## src/rtl/dfca_pkg.sv

```systemverilog
// Shared widths, codes and control types of the dual free-list chunk allocator.
package dfca_pkg;

  localparam int unsigned CHUNK_COUNT_DEF = 256;
  localparam int unsigned CMD_W           = 3;
  localparam int unsigned CNT_W           = 24;
  localparam int unsigned CHUNK_W         = 8;
  localparam int unsigned STATUS_W        = 2;
  localparam int unsigned CAP_W           = 24;
  localparam logic [CAP_W-1:0] CAP_RESET  = 24'd1024;

  typedef enum logic [CMD_W-1:0] {
    CMD_DESC_ALLOC = 3'd0,
    CMD_DATA_ALLOC = 3'd1,
    CMD_DATA_ZALLOC = 3'd2,
    CMD_DESC_FREE  = 3'd3,
    CMD_DATA_FREE  = 3'd4
  } cmd_e;

  typedef enum logic [STATUS_W-1:0] {
    ST_OK      = 2'd0,
    ST_EMPTY   = 2'd1,
    ST_TOO_BIG = 2'd2
  } status_e;

  // Per-cycle operation on one pool
  typedef struct packed {
    logic init;  // write addr+1 into the link at addr (clearing pass)
    logic rd;    // read the link of the current head
    logic pop;   // load head from the link read last cycle
    logic push;  // link addr to head, make addr the new head
  } pool_cmd_t;

endpackage

```

## src/rtl/dfca_if.sv

```systemverilog
// Request and response channel interfaces of the chunk allocator.
interface dfca_req_if;
  import dfca_pkg::*;
  logic               valid;
  logic               ready;
  logic [CMD_W-1:0]   command;
  logic [CNT_W-1:0]   element_count;
  logic [CHUNK_W-1:0] freed_chunk;

  modport source (output valid, command, element_count, freed_chunk, input ready);
  modport sink   (input valid, command, element_count, freed_chunk, output ready);
endinterface

interface dfca_rsp_if;
  import dfca_pkg::*;
  logic                valid;
  logic                ready;
  logic [STATUS_W-1:0] status;
  logic [CHUNK_W-1:0]  granted_chunk;
  logic                clear_needed;

  modport source (output valid, status, granted_chunk, clear_needed, input ready);
  modport sink   (input valid, status, granted_chunk, clear_needed, output ready);
endinterface

```

## src/rtl/dual_free_list_chunk_allocator_unit.sv

```systemverilog
// Dual free-list chunk allocator: descriptor and data pools of CHUNK_COUNT chunks each,
// managed as LIFO lists whose next links live in one synchronous RAM per pool. After
// reset the block runs a clearing pass over every chunk index that links both tables in
// index order; no request is taken during it, while capacity writes are taken at any time.
// Then each request yields exactly one response. A successful allocate passes through
// S_IDLE and S_POP: the link of the head chunk is read from the pool's RAM into its read
// register and becomes the new head. Frees, failed allocates and unused commands are
// answered from S_IDLE. A finished response sits in an output register, and the next
// request is taken in the cycle that register is drained. Frees of an index at or above
// CHUNK_COUNT are dropped, and double frees are not detected.
module dual_free_list_chunk_allocator_unit #(
  parameter int unsigned CHUNK_COUNT = dfca_pkg::CHUNK_COUNT_DEF
) (
  input  logic                        clk_i,
  input  logic                        rst_ni,
  input  logic                        cfg_we_i,
  input  logic [dfca_pkg::CAP_W-1:0]  cfg_wdata_i,
  dfca_req_if.sink                    req_i,
  dfca_rsp_if.source                  rsp_o
);
  import dfca_pkg::*;

  localparam int unsigned IDX_W  = $clog2(CHUNK_COUNT);
  localparam int unsigned LINK_W = $clog2(CHUNK_COUNT + 1);
  localparam logic [IDX_W-1:0] LAST_IDX = IDX_W'(CHUNK_COUNT - 1);

  typedef enum logic [1:0] {
    S_INIT,
    S_IDLE,
    S_POP
  } state_e;

  state_e               state_q, state_d;
  logic [IDX_W-1:0]     init_cnt_q, init_cnt_d;
  logic                 pop_data_q, pop_data_d;
  logic                 pop_clear_q, pop_clear_d;
  logic                 out_valid_q, out_valid_d;
  logic [STATUS_W-1:0]  status_q, status_d;
  logic [CHUNK_W-1:0]   granted_q, granted_d;
  logic                 clear_q, clear_d;
  logic [CAP_W-1:0]     cap_q;

  pool_cmd_t            desc_cmd, data_cmd;
  logic [IDX_W-1:0]     pool_addr;
  logic [LINK_W-1:0]    desc_head, data_head;
  logic                 desc_empty, data_empty;

  logic                 slot_free;
  logic                 req_fire;
  logic                 freed_in_range;
  logic                 sel_empty;
  logic [LINK_W-1:0]    pop_head;

  always_ff @(posedge clk_i or negedge rst_ni) begin
    if (!rst_ni) begin
      cap_q <= CAP_RESET;
    end else if (cfg_we_i) begin
      cap_q <= cfg_wdata_i;
    end
  end

  assign slot_free      = !out_valid_q || rsp_o.ready;
  assign req_i.ready    = (state_q == S_IDLE) && slot_free;
  assign req_fire       = req_i.valid && req_i.ready;
  assign freed_in_range = ({{(32-CHUNK_W){1'b0}}, req_i.freed_chunk} < 32'(CHUNK_COUNT));
  assign pop_head       = pop_data_q ? data_head : desc_head;

  always_comb begin
    state_d     = state_q;
    init_cnt_d  = init_cnt_q;
    pop_data_d  = pop_data_q;
    pop_clear_d = pop_clear_q;
    out_valid_d = out_valid_q && !rsp_o.ready;
    status_d    = status_q;
    granted_d   = granted_q;
    clear_d     = clear_q;
    desc_cmd    = '0;
    data_cmd    = '0;
    pool_addr   = IDX_W'(req_i.freed_chunk);
    sel_empty   = desc_empty;

    case (state_q)
      S_INIT: begin
        pool_addr     = init_cnt_q;
        desc_cmd.init = 1'b1;
        data_cmd.init = 1'b1;
        init_cnt_d    = init_cnt_q + IDX_W'(1);
        if (init_cnt_q == LAST_IDX) begin
          state_d = S_IDLE;
        end
      end

      S_IDLE: begin
        if (req_fire) begin
          // default response for frees and unused commands
          out_valid_d = 1'b1;
          status_d    = ST_OK;
          granted_d   = '0;
          clear_d     = 1'b0;
          case (req_i.command)
            CMD_DESC_ALLOC, CMD_DATA_ALLOC, CMD_DATA_ZALLOC: begin
              pop_data_d  = (req_i.command != CMD_DESC_ALLOC);
              pop_clear_d = (req_i.command == CMD_DATA_ZALLOC);
              sel_empty   = (req_i.command == CMD_DESC_ALLOC) ? desc_empty : data_empty;
              if (sel_empty) begin
                status_d = ST_EMPTY;
              end else if (req_i.element_count > cap_q) begin
                status_d = ST_TOO_BIG;
              end else begin
                // hold the response until the head link comes back
                out_valid_d = 1'b0;
                if (req_i.command == CMD_DESC_ALLOC) begin
                  desc_cmd.rd = 1'b1;
                end else begin
                  data_cmd.rd = 1'b1;
                end
                state_d = S_POP;
              end
            end
            CMD_DESC_FREE: begin
              desc_cmd.push = freed_in_range;
            end
            CMD_DATA_FREE: begin
              data_cmd.push = freed_in_range;
            end
            default: begin
            end
          endcase
        end
      end

      S_POP: begin
        if (pop_data_q) begin
          data_cmd.pop = 1'b1;
        end else begin
          desc_cmd.pop = 1'b1;
        end
        out_valid_d = 1'b1;
        status_d    = ST_OK;
        granted_d   = CHUNK_W'(pop_head[IDX_W-1:0]);
        clear_d     = pop_clear_q;
        state_d     = S_IDLE;
      end

      default: begin
        state_d = S_INIT;
      end
    endcase
  end

  always_ff @(posedge clk_i or negedge rst_ni) begin
    if (!rst_ni) begin
      state_q     <= S_INIT;
      init_cnt_q  <= '0;
      pop_data_q  <= 1'b0;
      pop_clear_q <= 1'b0;
      out_valid_q <= 1'b0;
      status_q    <= '0;
      granted_q   <= '0;
      clear_q     <= 1'b0;
    end else begin
      state_q     <= state_d;
      init_cnt_q  <= init_cnt_d;
      pop_data_q  <= pop_data_d;
      pop_clear_q <= pop_clear_d;
      out_valid_q <= out_valid_d;
      status_q    <= status_d;
      granted_q   <= granted_d;
      clear_q     <= clear_d;
    end
  end

  dfca_pool #(
    .CHUNK_COUNT (CHUNK_COUNT)
  ) u_desc_pool (
    .clk_i   (clk_i),
    .rst_ni  (rst_ni),
    .cmd_i   (desc_cmd),
    .addr_i  (pool_addr),
    .head_o  (desc_head),
    .empty_o (desc_empty)
  );

  dfca_pool #(
    .CHUNK_COUNT (CHUNK_COUNT)
  ) u_data_pool (
    .clk_i   (clk_i),
    .rst_ni  (rst_ni),
    .cmd_i   (data_cmd),
    .addr_i  (pool_addr),
    .head_o  (data_head),
    .empty_o (data_empty)
  );

  assign rsp_o.valid         = out_valid_q;
  assign rsp_o.status        = status_q;
  assign rsp_o.granted_chunk = granted_q;
  assign rsp_o.clear_needed  = clear_q;

endmodule

```

## src/rtl/dfca_link_ram.sv

```systemverilog
// Single-port-write, single-port-read link RAM with registered read data.
module dfca_link_ram #(
  parameter int unsigned DEPTH  = dfca_pkg::CHUNK_COUNT_DEF,
  parameter int unsigned ADDR_W = $clog2(DEPTH),
  parameter int unsigned DATA_W = $clog2(DEPTH + 1)
) (
  input  logic              clk_i,
  input  logic              we_i,
  input  logic [ADDR_W-1:0] waddr_i,
  input  logic [DATA_W-1:0] wdata_i,
  input  logic              re_i,
  input  logic [ADDR_W-1:0] raddr_i,
  output logic [DATA_W-1:0] rdata_o
);

  logic [DATA_W-1:0] mem [DEPTH];

  always_ff @(posedge clk_i) begin
    if (we_i) begin
      mem[waddr_i] <= wdata_i;
    end
  end

  always_ff @(posedge clk_i) begin
    if (re_i) begin
      rdata_o <= mem[raddr_i];
    end
  end

endmodule

```

## src/rtl/dfca_pool.sv

```systemverilog
// One free-list pool: head register plus its next-link RAM.
module dfca_pool #(
  parameter int unsigned CHUNK_COUNT = dfca_pkg::CHUNK_COUNT_DEF
) (
  input  logic                               clk_i,
  input  logic                               rst_ni,
  input  dfca_pkg::pool_cmd_t                cmd_i,
  input  logic [$clog2(CHUNK_COUNT)-1:0]     addr_i,
  output logic [$clog2(CHUNK_COUNT+1)-1:0]   head_o,
  output logic                               empty_o
);
  import dfca_pkg::*;

  localparam int unsigned IDX_W  = $clog2(CHUNK_COUNT);
  localparam int unsigned LINK_W = $clog2(CHUNK_COUNT + 1);
  localparam logic [LINK_W-1:0] LINK_NULL = LINK_W'(CHUNK_COUNT);

  logic [LINK_W-1:0] head_q, head_d;
  logic              ram_we;
  logic [LINK_W-1:0] ram_wdata;
  logic [LINK_W-1:0] ram_rdata;

  assign ram_we    = cmd_i.init | cmd_i.push;
  assign ram_wdata = cmd_i.init ? (LINK_W'(addr_i) + LINK_W'(1)) : head_q;

  dfca_link_ram #(
    .DEPTH  (CHUNK_COUNT),
    .ADDR_W (IDX_W),
    .DATA_W (LINK_W)
  ) u_link_ram (
    .clk_i   (clk_i),
    .we_i    (ram_we),
    .waddr_i (addr_i),
    .wdata_i (ram_wdata),
    .re_i    (cmd_i.rd),
    .raddr_i (head_q[IDX_W-1:0]),
    .rdata_o (ram_rdata)
  );

  always_comb begin
    head_d = head_q;
    if (cmd_i.pop) begin
      head_d = ram_rdata;
    end else if (cmd_i.push) begin
      head_d = LINK_W'(addr_i);
    end
  end

  always_ff @(posedge clk_i or negedge rst_ni) begin
    if (!rst_ni) begin
      head_q <= '0;
    end else begin
      head_q <= head_d;
    end
  end

  assign head_o  = head_q;
  assign empty_o = (head_q == LINK_NULL);

endmodule
```

## src/flat_wrapper.sv

```systemverilog
// flat-port wrapper written by rule: the top's interface ports become plain ports
module dual_free_list_chunk_allocator_unit_flat import dfca_pkg::*;
#(
  parameter int unsigned CHUNK_COUNT = dfca_pkg::CHUNK_COUNT_DEF
)
  (clk_i, rst_ni, cfg_we_i, cfg_wdata_i, req_i_valid, req_i_command, req_i_element_count, req_i_freed_chunk, req_i_ready, rsp_o_valid, rsp_o_status, rsp_o_granted_chunk, rsp_o_clear_needed, rsp_o_ready);
  dfca_req_if req_i_i ();
  dfca_rsp_if rsp_o_i ();
  input  logic clk_i;
  input  logic rst_ni;
  input  logic cfg_we_i;
  input  logic [dfca_pkg::CAP_W-1:0] cfg_wdata_i;
  input wire logic [$bits(req_i_i.valid)-1:0] req_i_valid;
  input wire logic [$bits(req_i_i.command)-1:0] req_i_command;
  input wire logic [$bits(req_i_i.element_count)-1:0] req_i_element_count;
  input wire logic [$bits(req_i_i.freed_chunk)-1:0] req_i_freed_chunk;
  output wire logic [$bits(req_i_i.ready)-1:0] req_i_ready;
  output wire logic [$bits(rsp_o_i.valid)-1:0] rsp_o_valid;
  output wire logic [$bits(rsp_o_i.status)-1:0] rsp_o_status;
  output wire logic [$bits(rsp_o_i.granted_chunk)-1:0] rsp_o_granted_chunk;
  output wire logic [$bits(rsp_o_i.clear_needed)-1:0] rsp_o_clear_needed;
  input wire logic [$bits(rsp_o_i.ready)-1:0] rsp_o_ready;
  assign req_i_i.valid = req_i_valid;
  assign req_i_i.command = req_i_command;
  assign req_i_i.element_count = req_i_element_count;
  assign req_i_i.freed_chunk = req_i_freed_chunk;
  assign req_i_ready = req_i_i.ready;
  assign rsp_o_valid = rsp_o_i.valid;
  assign rsp_o_status = rsp_o_i.status;
  assign rsp_o_granted_chunk = rsp_o_i.granted_chunk;
  assign rsp_o_clear_needed = rsp_o_i.clear_needed;
  assign rsp_o_i.ready = rsp_o_ready;
  dual_free_list_chunk_allocator_unit #(.CHUNK_COUNT(CHUNK_COUNT)) u_core (.clk_i(clk_i), .rst_ni(rst_ni), .cfg_we_i(cfg_we_i), .cfg_wdata_i(cfg_wdata_i), .req_i(req_i_i), .rsp_o(rsp_o_i));
endmodule
```

## config.mk

```make
export PLATFORM = sky130hd
export DESIGN_NAME = dual_free_list_chunk_allocator_unit_flat
export DESIGN_NICKNAME = d
export VERILOG_FILES = /design/src/rtl/dfca_pkg.sv /design/src/rtl/dfca_if.sv /design/src/rtl/dual_free_list_chunk_allocator_unit.sv /design/src/rtl/dfca_link_ram.sv /design/src/rtl/dfca_pool.sv /design/src/flat_wrapper.sv
export SDC_FILE = /design/constraint.sdc
export NUM_CORES = 2
export LEC_CHECK = 0
export BUFFER_PORTS_ARGS = -buffer_cell sky130_fd_sc_hd__clkbuf_2
export CAP_MARGIN = 20
export CORE_MARGIN = 1
export CORE_UTILIZATION = 35
export CTS_CLUSTER_SIZE = 24
export DETAILED_ROUTE_END_ITERATION = 10
export PLACE_DENSITY = 0.46
export REMOVE_ABC_BUFFERS = 1
export SYNTH_ARGS = -nofsm -noshare
export SYNTH_HDL_FRONTEND = slang
export SYNTH_MEMORY_MAX_BITS = 65536
export SYNTH_SLANG_ARGS = --single-unit
```

## constraint.sdc

```tcl
create_clock -name clk_i -period 31.9 [get_ports clk_i]
set_clock_uncertainty 0.15 [all_clocks]
set_input_delay 4.785 -clock clk_i [delete_from_list [all_inputs] [get_ports clk_i]]
set_output_delay 4.785 -clock clk_i [all_outputs]
set_load 0.01 [all_outputs]
```

==> load_flow_metrics.sql <==
INSERT INTO impl_metrics (metric_group, metric, value, unit) VALUES
('route', 'finalWirelength', '564400', 'µm'),
('floorplanning', 'die_span_in_x', '727.0', 'µm'),
('critical_path', 'critical_path.startpoint_type', 'primary input', ''),
('timing', 'hold_slack', '0.2937', 'ns'),
('critical_path', 'arrival', '5.68', 'ns'),
('yosys', 'synth.top_cells.by_area', 'sky130_fd_sc_hd__edfxtp_1 (76%), sky130_fd_sc_hd__mux4_2 (12%), sky130_fd_sc_hd__mux2i_1 (2.7%)', ''),
('yosys', 'leading_cell_type_by_number_of_instances_after_synthesis', 'sky130_fd_sc_hd__edfxtp_1', ''),
('place', 'dp.final_hpwl', '340000', 'µm'),
('critical_path', 'worstPathRequired', '26.97', 'ns'),
('cts', 'htree_levels', '5', ''),
('cts', 'post_cts_resized', '0', ''),
('run_status', 'outcome', 'finished, violations left', ''),
('cts', 'cts_hold_buf', '0', ''),
('route', 'remaining_drc_errors', '0', ''),
('route', 'drtPass1Iterations', '6', ''),
('cells_and_area', 'layout.cells.non_filler', '16551', ''),
('grt', 'grt_first_pass_wirelength', '777700', 'µm'),
('cells_and_area', 'drive_above_1_share', '0.2281', ''),
('timing', 'slew_violations', '32', ''),
('critical_path', 'critical_path_peak_fanout', '4', ''),
('floorplanning', 'fp.coreArea', '0.5222', 'mm²'),
('timing', 'grt_setup_unrepaired', 'false', ''),
('yosys', 'synthCells', '8936', ''),
('cells_and_area', 'syn_to_final_growth', '13.32', '%'),
('power_and_ir_drop', 'p_total', '12.43', 'mW'),
('timing', 'final-setup-viol-count', '0', ''),
('yosys', 'synth.top_cell.area_share', '0.7552', ''),
('power_and_ir_drop', 'power_switching_share', '0.1952', ''),
('yosys', 'asyncSetResetFlopFracSynth', '0.01407', ''),
('cts', 'clk_pin_slew_worst_paths', '0.07', 'ns'),
('grt', 'gr-usage-all-layers', '0.2088', ''),
('timing', 'achievable-frequency', '0.09419', 'GHz'),
('floorplanning', 'placementRows', '265', ''),
('yosys', 'synth.distinct_cells', '80', ''),
('cts', 'clock_tree.buffer_depth', '4', ''),
('route', 'route.detailed.vias_per_inst', '5.595', ''),
('cts', 'cts_sinks', '4692', ''),
('cts', 'insertion_delay', '1.05', 'ns'),
('timing', 'hold_viol_final', '0', ''),
('cts', 'clock-root-buffer', 'sky130_fd_sc_hd__clkbuf_16', ''),
('yosys', 'postSynthAreaPerCell', '20.59', 'µm²'),
('power_and_ir_drop', 'power.leakage', '61.14', 'nW'),
('grt', 'number_of_antenna_violations_at_the_first_check_in_global_routing', '61', ''),
('timing', 'final_period_minus_worst_setup_slack', '10.62', 'ns'),
('cells_and_area', 'fin_util', '0.3992', ''),
('cts', 'post_cts.repair.setup_buffers', '0', ''),
('floorplanning', 'initial_utilization', '0.3522', ''),
('place', 'place_inst', '15640', ''),
('place', 'routabilityCongestion', '0.8185', ''),
('run_status', 'violations', 'slew limit', ''),
('worst_hold_path', 'min_path_cells', '2', ''),
('yosys', 'netlist_top_cells_count', 'sky130_fd_sc_hd__edfxtp_1 (4626), sky130_fd_sc_hd__mux4_2 (1014), sky130_fd_sc_hd__nor2_1 (621)', ''),
('timing', 'min_period_over_period', '0.3328', ''),
('yosys', 'ys_seq_elements', '4692', ''),
('cts', 'tritoncts.num_buffers', '480', ''),
('worst_hold_path', 'hold_class', 'reg2reg', ''),
('place', 'dpl_worst_slack', '21.21', 'ns'),
('route', 'postRouteAntennaNets', '0', ''),
('yosys', 'yosysSeqAreaShare', '0.7642', ''),
('run', 'number_of_maximum_capacitance_violations', '0', ''),
('power_and_ir_drop', 'clkPwrFrac', '0.462', ''),
('grt', 'grt-ovfl-total', '0', ''),
('cts', 'clock_tree_from_tritoncts', 'yes', ''),
('grt', 'grt_max_degree', '197', ''),
('route', 'dr_total_vias', '92602', ''),
('power_and_ir_drop', 'switchingPower', '2.427', 'mW'),
('floorplanning', 'number_of_placed_i_o_pins', '77', ''),
('critical_path', 'crit_path_end_kind', 'output port', ''),
('floorplanning', 'dieHeight', '727.0', 'µm'),
('grt', 'first_global_vias', '93640', ''),
('floorplanning', 'floorplan.die_area', '0.5285', 'mm²');
-- sequential cells by signal (all words and copies together), names as in the netlist --
signal / flops
u_core.pop_clear_q: 1
u_core.rsp_o.valid: 1
u_core.u_desc_pool.u_link_ram.mem: 2304
u_core.cap_q: 24
u_core.u_data_pool.head_o: 9
u_core.rsp_o.status: 2
u_core.pop_data_q: 1
u_core.u_desc_pool.head_o: 9
u_core.u_desc_pool.u_link_ram.rdata_o: 9
u_core.state_q: 2
u_core.init_cnt_q: 8
u_core.u_data_pool.u_link_ram.rdata_o: 9
u_core.rsp_o.clear_needed: 1
u_core.u_data_pool.u_link_ram.mem: 2304
u_core.rsp_o.granted_chunk: 8
-- metal layers --
| layer | vias to the layer above | GRT usage | share of wire |
|---|---|---|---|
| met5 | - | 0 | 0.00011 |
| met4 | 10 | 0.05104 | 0.026 |
| met3 | 689 | 0.03485 | 0.069 |
| met2 | 3756 | 0.3275 | 0.46 |
| met1 | 50557 | 0.3047 | 0.44 |
| li1 | 37590 | - | - |
-- power by group through the flow --
stage                     clock, mW  combinational (mW)  sequential, mW
final                          5.74              0.0229            6.67
after global routing           6.05              0.0260            6.67
after CTS                      5.84              0.0233            6.67
after detailed placement          0              0.0232            6.80
after global placement            0              0.0228            6.80
after floorplan                   0              0.0100            6.80
-- layout make-up --
cell class / count / area (µm²)
inverter: 43 / 172.7
antenna: 17 / 42.54
fill: 46311 / 313800
timing repair buffer: 302 / 2369
sequential: 4692 / 140600
clock buffer: 572 / 12580
multi-input combinational: 3665 / 40620
tap: 6942 / 8686
clock inverter: 318 / 3378
-- path summary, 6_finish.rpt --
kind | from | to | slack [ns]
worst max-delay path | rsp_o_ready | req_i_ready | 21.28
max in group asynchronous | rst_ni | u_core.u_desc_pool.head_o[0] | 27.03
min in group asynchronous | rst_ni | u_core.cap_q[2] | 3.50
worst min register to register | u_core.u_data_pool.u_link_ram.rdata_o[8] | u_core.u_data_pool.head_o[8] | 0.29
worst max register to register | u_core.state_q[0] | u_core.u_data_pool.u_link_ram.mem[92][7] | 24.71
worst min-delay path | u_core.u_data_pool.u_link_ram.rdata_o[8] | u_core.u_data_pool.head_o[8] | 0.29
-- cells by family after synthesis --
group / Yosys count / share of synthesized area
flops: 4692 / 0.7642
mux: 1563 / 0.1552
simple gates: 1231 / 0.02855
compound gates: 828 / 0.03119
buf+inv: 579 / 0.01815
fa+ha+maj: 32 / 0.002177
xor+xnor: 11 / 0.0005237
-- cells in the final DEF (no fill, tap or decap), types with 88 or more instances in the layout --
master	n
sky130_fd_sc_hd__edfxtp_1	4626
sky130_fd_sc_hd__mux4_2	1014
sky130_fd_sc_hd__nor2_1	612
sky130_fd_sc_hd__mux2i_1	493
sky130_fd_sc_hd__clkbuf_16	489
sky130_fd_sc_hd__nand2_1	280
sky130_fd_sc_hd__buf_4	200
sky130_fd_sc_hd__o21ai_0	159
sky130_fd_sc_hd__a221oi_1	122
sky130_fd_sc_hd__a21oi_1	119
sky130_fd_sc_hd__a22oi_1	111
sky130_fd_sc_hd__clkinv_2	109
sky130_fd_sc_hd__nand3_1	90
sky130_fd_sc_hd__clkinv_1	88
-- metrics by stage --
stage / area [µm²] / setup TNS (ns)
CTS: 208300 / 0
finish: 208400 / 0
global route: 208400 / 0
floorplan: 180800 / -660.43
detailed placement: 192400 / 0
global placement: 192300 / 0
-- critical path, stage by stage --
cell and delay, ns:
sky130_fd_sc_hd__clkbuf_2 0.08, sky130_fd_sc_hd__nand2b_1 0.38, sky130_fd_sc_hd__and2_1 0.31, sky130_fd_sc_hd__clkbuf_2 0.13
(Power assumes the default switching activity.)
